$ cat src/prc_pkg.sv
// ---------------------------------------------------------------------------
// prc_pkg
// Shared constants, register indexes and control structs for the PID rate
// controller.
// ---------------------------------------------------------------------------
package prc_pkg;

    // Arithmetic sizing
    localparam int SUM_BITS       = 32;   // integral width, 20..48
    localparam int GAIN_FRAC_BITS = 12;   // gain fraction bits, 8..16

    localparam int DATA_W  = 16;
    localparam int ERR_W   = DATA_W + 1;            // target - measured
    localparam int DIFF_W  = ERR_W + 1;             // e - e_prev
    localparam int GAIN_W  = DATA_W + 1;            // gain with a zero sign bit
    localparam int P_W     = GAIN_W + ERR_W;
    localparam int I_W     = GAIN_W + SUM_BITS;
    localparam int D_W     = GAIN_W + DIFF_W;
    localparam int ACC_W   = I_W + 2;               // room for three terms
    localparam int SIN_W   = DATA_W + 1 + GAIN_FRAC_BITS; // acc up to the limit
    localparam int SCALE   = 100;
    localparam int SCALE_W = 7;
    localparam int SOUT_W  = SIN_W + SCALE_W;
    localparam int DRV_W   = SOUT_W - GAIN_FRAC_BITS;

    // Configuration port
    localparam int CFG_IDX_W = 3;
    localparam logic [CFG_IDX_W-1:0] CFG_TARGET_RATE  = 3'd0;
    localparam logic [CFG_IDX_W-1:0] CFG_PROP_GAIN    = 3'd1;
    localparam logic [CFG_IDX_W-1:0] CFG_INTEG_GAIN   = 3'd2;
    localparam logic [CFG_IDX_W-1:0] CFG_DERIV_GAIN   = 3'd3;
    localparam logic [CFG_IDX_W-1:0] CFG_OUTPUT_FLOOR = 3'd4;

    localparam logic [DATA_W-1:0] RST_TARGET_RATE  = 16'd100;
    localparam logic [DATA_W-1:0] RST_PROP_GAIN    = 16'd819;
    localparam logic [DATA_W-1:0] RST_INTEG_GAIN   = 16'd61;
    localparam logic [DATA_W-1:0] RST_DERIV_GAIN   = 16'd819;
    localparam logic [DATA_W-1:0] RST_OUTPUT_FLOOR = 16'd500;

    // Controller -> datapath
    typedef struct packed {
        logic load;      // capture error of a new item
        logic sum_en;    // integral, difference, previous error
        logic mul_en;    // three gain products
        logic acc_en;    // sum of products
        logic scale_en;  // x100 and range flags
        logic out_load;  // clamp into the output register
    } prc_cmd_t;

    // Datapath -> controller
    typedef struct packed {
        logic out_hold;  // output register full and not being taken
    } prc_status_t;

endpackage

$ cat src/prc_ctrl.sv
// ---------------------------------------------------------------------------
// prc_ctrl
// Sequencer stepping one item through the PID datapath.
// ---------------------------------------------------------------------------
module prc_ctrl (
    input  logic                 clk,
    input  logic                 rst_n,
    input  logic                 in_valid,
    output logic                 in_ready,
    input  prc_pkg::prc_status_t status,
    output prc_pkg::prc_cmd_t    cmd
);

    typedef enum logic [5:0] {
        S_IDLE  = 6'b000001,
        S_SUM   = 6'b000010,
        S_MUL   = 6'b000100,
        S_ACC   = 6'b001000,
        S_SCALE = 6'b010000,
        S_DONE  = 6'b100000
    } state_t;

    state_t state_reg, state_next;

    always_ff @(posedge clk or negedge rst_n)
    begin
        if (!rst_n)
        begin
            state_reg <= S_IDLE;
        end
        else
        begin
            state_reg <= state_next;
        end
    end

    always_comb
    begin
        state_next = state_reg;
        cmd        = '0;
        in_ready   = 1'b0;
        unique case (state_reg)
            S_IDLE:
            begin
                in_ready = 1'b1;
                if (in_valid)
                begin
                    cmd.load   = 1'b1;
                    state_next = S_SUM;
                end
            end
            S_SUM:
            begin
                cmd.sum_en = 1'b1;
                state_next = S_MUL;
            end
            S_MUL:
            begin
                cmd.mul_en = 1'b1;
                state_next = S_ACC;
            end
            S_ACC:
            begin
                cmd.acc_en = 1'b1;
                state_next = S_SCALE;
            end
            S_SCALE:
            begin
                cmd.scale_en = 1'b1;
                state_next   = S_DONE;
            end
            S_DONE:
            begin
                if (!status.out_hold)
                begin
                    cmd.out_load = 1'b1;
                    state_next   = S_IDLE;
                end
            end
            default:
            begin
                state_next = S_IDLE;
            end
        endcase
    end

endmodule

$ cat config.mk
export PLATFORM = sky130hd
export DESIGN_NAME = prc_ctrl
export DESIGN_NICKNAME = d
export VERILOG_FILES = /design/src/prc_pkg.sv /design/src/prc_ctrl.sv
export SDC_FILE = /design/constraint.sdc
export NUM_CORES = 1
export LEC_CHECK = 0
export BUFFER_PORTS_ARGS = -buffer_cell sky130_fd_sc_hd__buf_2
export CORE_AREA = 2 2 39 41
export CTS_CLUSTER_SIZE = 8
export DETAILED_ROUTE_END_ITERATION = 8
export DIE_AREA = 0 0 41 43
export MAX_ROUTING_LAYER = met4
export SLEW_MARGIN = 40
export SYNTH_ARGS = -nofsm -noshare
export SYNTH_HDL_FRONTEND = slang
export SYNTH_SLANG_ARGS = --single-unit
$ cat constraint.sdc
create_clock -name clk -period 2.1 [get_ports clk]
set_input_delay 0.42 -clock clk [delete_from_list [all_inputs] [get_ports clk]]
set_output_delay 0.42 -clock clk [all_outputs]
set_load 0.02 [all_outputs]
=== Word-level counts from Yosys, hierarchy flattened ===
Index checks and enable logic that the tools add are counted.

* Add/subtract/negate cells: 0
* Multiply operators: 0
* Div/mod/pow operators: 0
* Magnitude comparators: 0
* Eq/ne operators: 8
* Shifts and indexed selects: 0
* Muxes and demuxes: 12
* Bitwise operators: 0
* Reductions and logical operators: 1

{| class="wikitable"
|+ Operator list
! cell !! count
|-
| $pmux 6 s6 || 1
|-
| $mux 6 || 2
|-
| $mux 1 || 9
|-
| $eq 6x1->1 const B || 1
|-
| $eq 6x2->1 const B || 1
|-
| $eq 6x3->1 const B || 1
|-
| $eq 6x4->1 const B || 1
|-
| $eq 6x5->1 const B || 1
|-
| $eq 6x6->1 const B || 1
|-
| $ne 2x2->1 const B || 2
|-
| $reduce_and 2->1 || 1
|}

* Bits in registers: 6
* Bits in latches: 0
* RAM bits: 0
* Bits in read-only memories: 0
* Input port bits: 4
* Output and inout port bits: 7
* Logic and storage cells: 22
* Memories: 0

=== Logic depth before layout (Yosys ltp) ===
* Depth after elaboration: 3
* Depth in mapped cells: 4
* Depth with buffers taken out: 3

=== Worst setup path before layout ===
OpenSTA, ideal clock, no wires.

* Path kind: flip-flop to output port
* Start point: reg state_reg[2]
* End point: out cmd[5] in the netlist's numbering
* Data arrival time: 1928 ps
* Data required time: 1680 ps
* Slack: -248 ps
* Cell stages (with the launch flop): 5
* Path buffers: 1
* Path through: dfrtp_1 buf_6 or4_4 nor3b_1 and2_1

{| class="wikitable"
|+ RTL lines
! what !! RTL line !! source
|-
| start: declaration || prc_ctrl.sv:23 || <nowiki>state_t state_reg, state_next;</nowiki>
|-
| start signal: assignment || prc_ctrl.sv:33 || <nowiki>state_reg <= state_next;</nowiki>
|-
| end: declaration || prc_ctrl.sv:11 || <nowiki>output prc_pkg::prc_cmd_t cmd</nowiki>
|}

==> qor.txt <==
Slew Limit Fails: 0
post-synthesis net count: 37
crit path buf inv count: 1
Seq/Total Area, Yosys: 43.21%
DRT Pass-1 Iters: 1
Final Hold Vio Count: 0
max-cap violations: 0
minimum clock period: 2.096 ns
FMAX: 477.0 MHz
Avg Inst Size Synth: 10.62 µm²
Diodes inserted: 0
status: finished clean
Tcrit/Tclk final: 99.83%
Hold WC Path Type: in -> reg
clock latency at the later pin of the worst-skew pair: 0.24 ns
final total power: 0.6368 mW
Leak: 0.2378 nW
initial antenna violation count: 0
VDD IR max: 438.7 µV
post-synthesis register bit count: 6
commonest non-fill, non-tap cell in the layout: buf_2
area growth from synthesis to layout: 44.64%
TritonCTS buffer count: 3
Register-to-Register Path Depth: 3
hold depth: 2
first-pass GRT wire length: 1.228 mm
GRT overflow: 0
R2R Path End: state_reg[0]
RD Place Congestion: 0.6533
Worst Path Max Fanout: 4
unrepaired setup endpoints after global routing: true
Via density: 4.627
synth warn: 0
# fillers: 148
peak per-stage delay on the critical path: 0.57 ns
CTS tree: yes
worst path required time: 1.68 ns
largest net degree at the start of global routing: 9
Crit Path Category: reg -> out
io pins: 11
headroom to the max-slew limit: 81.81%
WHS Endpoint: state_reg[1]
drt drc: 0
most frequent cells in the layout: buf_2, nor3b_1, buf_4
clock skew: 0.008109 ns
Setup violations, final: 0
IO Port Bufs: 10
layout cell share with drive strength beyond 1: 47.06%
deepest clock path buffer count: 2
dpl hpwl: 470.2 µm
Slew @ Worst Pin: 0.2690 ns
CTS clock-pin slew for the worst setup and hold paths: 0.05 ns
Final Util: 36.62%
1st-iter DRT viols: 0
Root Buffer Master: clkbuf_4
vias in the first global route: 306
Die Y: 43 µm
Nets: 56
Total GRT Usage: 11.12%
Post-Place Cells: 60
worst path cell trace: or4_4 > nor3b_4 > and2_4 > buf_6
drt total wl: 730 µm
Crit Reg-Reg Startpoint: state_reg[4]
Routed Antenna Nets: 0
Post-Place Setup Slack: 0.1874 ns
hold path startpoint: in_valid
Core Region: 1384 µm²
max FFs per register: 6
Starting Density: 25.32%
nature of the critical path startpoint: register
die area: 1763 µm²
Largest delay share family, worst path: simple AND/OR/NAND/NOR gates
CP arrival: 1.68 ns
CP endpoint kind: output pin
Total Neg Setup Slack: 0 ns
die width: 41 µm
pwr/cell area: 1257 nW/µm²
# H-tree levels: 1
post-synthesis cell count: 33
reg2reg setup slack: 0.42 ns
vias: 310
Setup WS post-layout: 0.003517 ns
Post-Layout Cell Count: 67
# rows: 14
Routed WL per cell: 10.90 µm
# clock sinks: 6
Unique masters post-synth: 18
mapped cell area: 350.3 µm²
CP max stage cell: or4_4
==> repair_timing <==
item / 4_1_cts / 5_1_grt
setup endpoints to repair: 2 / 2
endpoints found under the hold margin: 5 / 0
gates resized for setup: 2 / 4
pin swaps: 1 / 1
buffers inserted: 2 / 0
hold buffers: 1 / 0
==> Yosys cell counts <==
| master | n | area [µm²] |
|---|---|---|
| a211o_1 | 1 | 8.760 |
| a21oi_1 | 1 | 5.000 |
| a31oi_1 | 1 | 6.260 |
| and2_1 | 2 | 12.51 |
| buf_4 | 1 | 7.510 |
| buf_6 | 1 | 11.26 |
| dfrtp_1 | 5 | 125.1 |
| dfstp_2 | 1 | 26.28 |
| nand2_1 | 1 | 3.750 |
| nand3b_1 | 1 | 7.510 |
| nor2_1 | 3 | 11.26 |
| nor3b_1 | 7 | 52.55 |
| nor4b_1 | 3 | 26.28 |
| or2b_1 | 1 | 7.510 |
| or4_2 | 1 | 8.760 |
| or4_4 | 1 | 11.26 |
| or4b_1 | 1 | 10.01 |
| xor2_1 | 1 | 8.760 |
==> through the flow <==
step	cell area (µm²)	hold slack [ns]
after global routing	506.7	0.4177
after global placement	435.4	0.2431
final	506.7	0.4124
after CTS	491.7	0.3991
after floorplan	361.6	0.1244
after detailed placement	435.4	0.2444
==> kinds of logic (layout without fill, tap and decap cells) <==
family / Yosys count / after routing / synth area share (%)
compound gates: 3 / 3 / 5.715
xor+xnor: 1 / 1 / 2.500
buf+inv: 2 / 20 / 5.358
flops: 6 / 6 / 43.22
simple gates: 21 / 21 / 43.22
==> how the worst max path moves through the flow <==
stage	from	end	slack [ns]	cells after the start
floorplan	state_reg[2]	cmd[5]	0.004	4
global placement	state_reg[0]	cmd[0]	0.20	3
detailed placement	state_reg[0]	cmd[0]	0.19	3
CTS	state_reg[5]	cmd[5]	0.006	4
global route	state_reg[4]	cmd[5]	-0.09	4
finish	state_reg[4]	cmd[5]	0.004	4
==> worst reg2reg max path, cell delays in order, from the launching register on <==
cell and delay [ns]:
dfrtp_1 0.37, or4_4 0.57, or4b_1 0.48, a31oi_1 0.17
==> power breakdown <==
group	switching [mW]	internal (mW)	total, mW	leakage [nW]
clock	0.0415	0.0720	0.113	0.0150
combinational	0.165	0.176	0.341	0.144
sequential	0.0315	0.151	0.182	0.0791
total	0.238	0.398	0.637	0.238
==> routing by layer <==
layer  share of wire, %  track usage, %  vias up
met1                 45           11.63      142
met2                 53           15.94        5
li1                   -               -      163
met5                  0               -        -
met4                  0           10.00        0
met3                2.6           3.141        0
==> final cells by class <==
class	count	area, µm²	area share (%)
Timing Repair Buffer	16	106.4	20.99
Clock buffer	4	26.28	5.185
Multi-Input combinational cell	25	202.7	40.00
Sequential cell	6	151.4	29.88
Tap cell	16	20.02	3.951
Power figures use the tool's default switching activity.
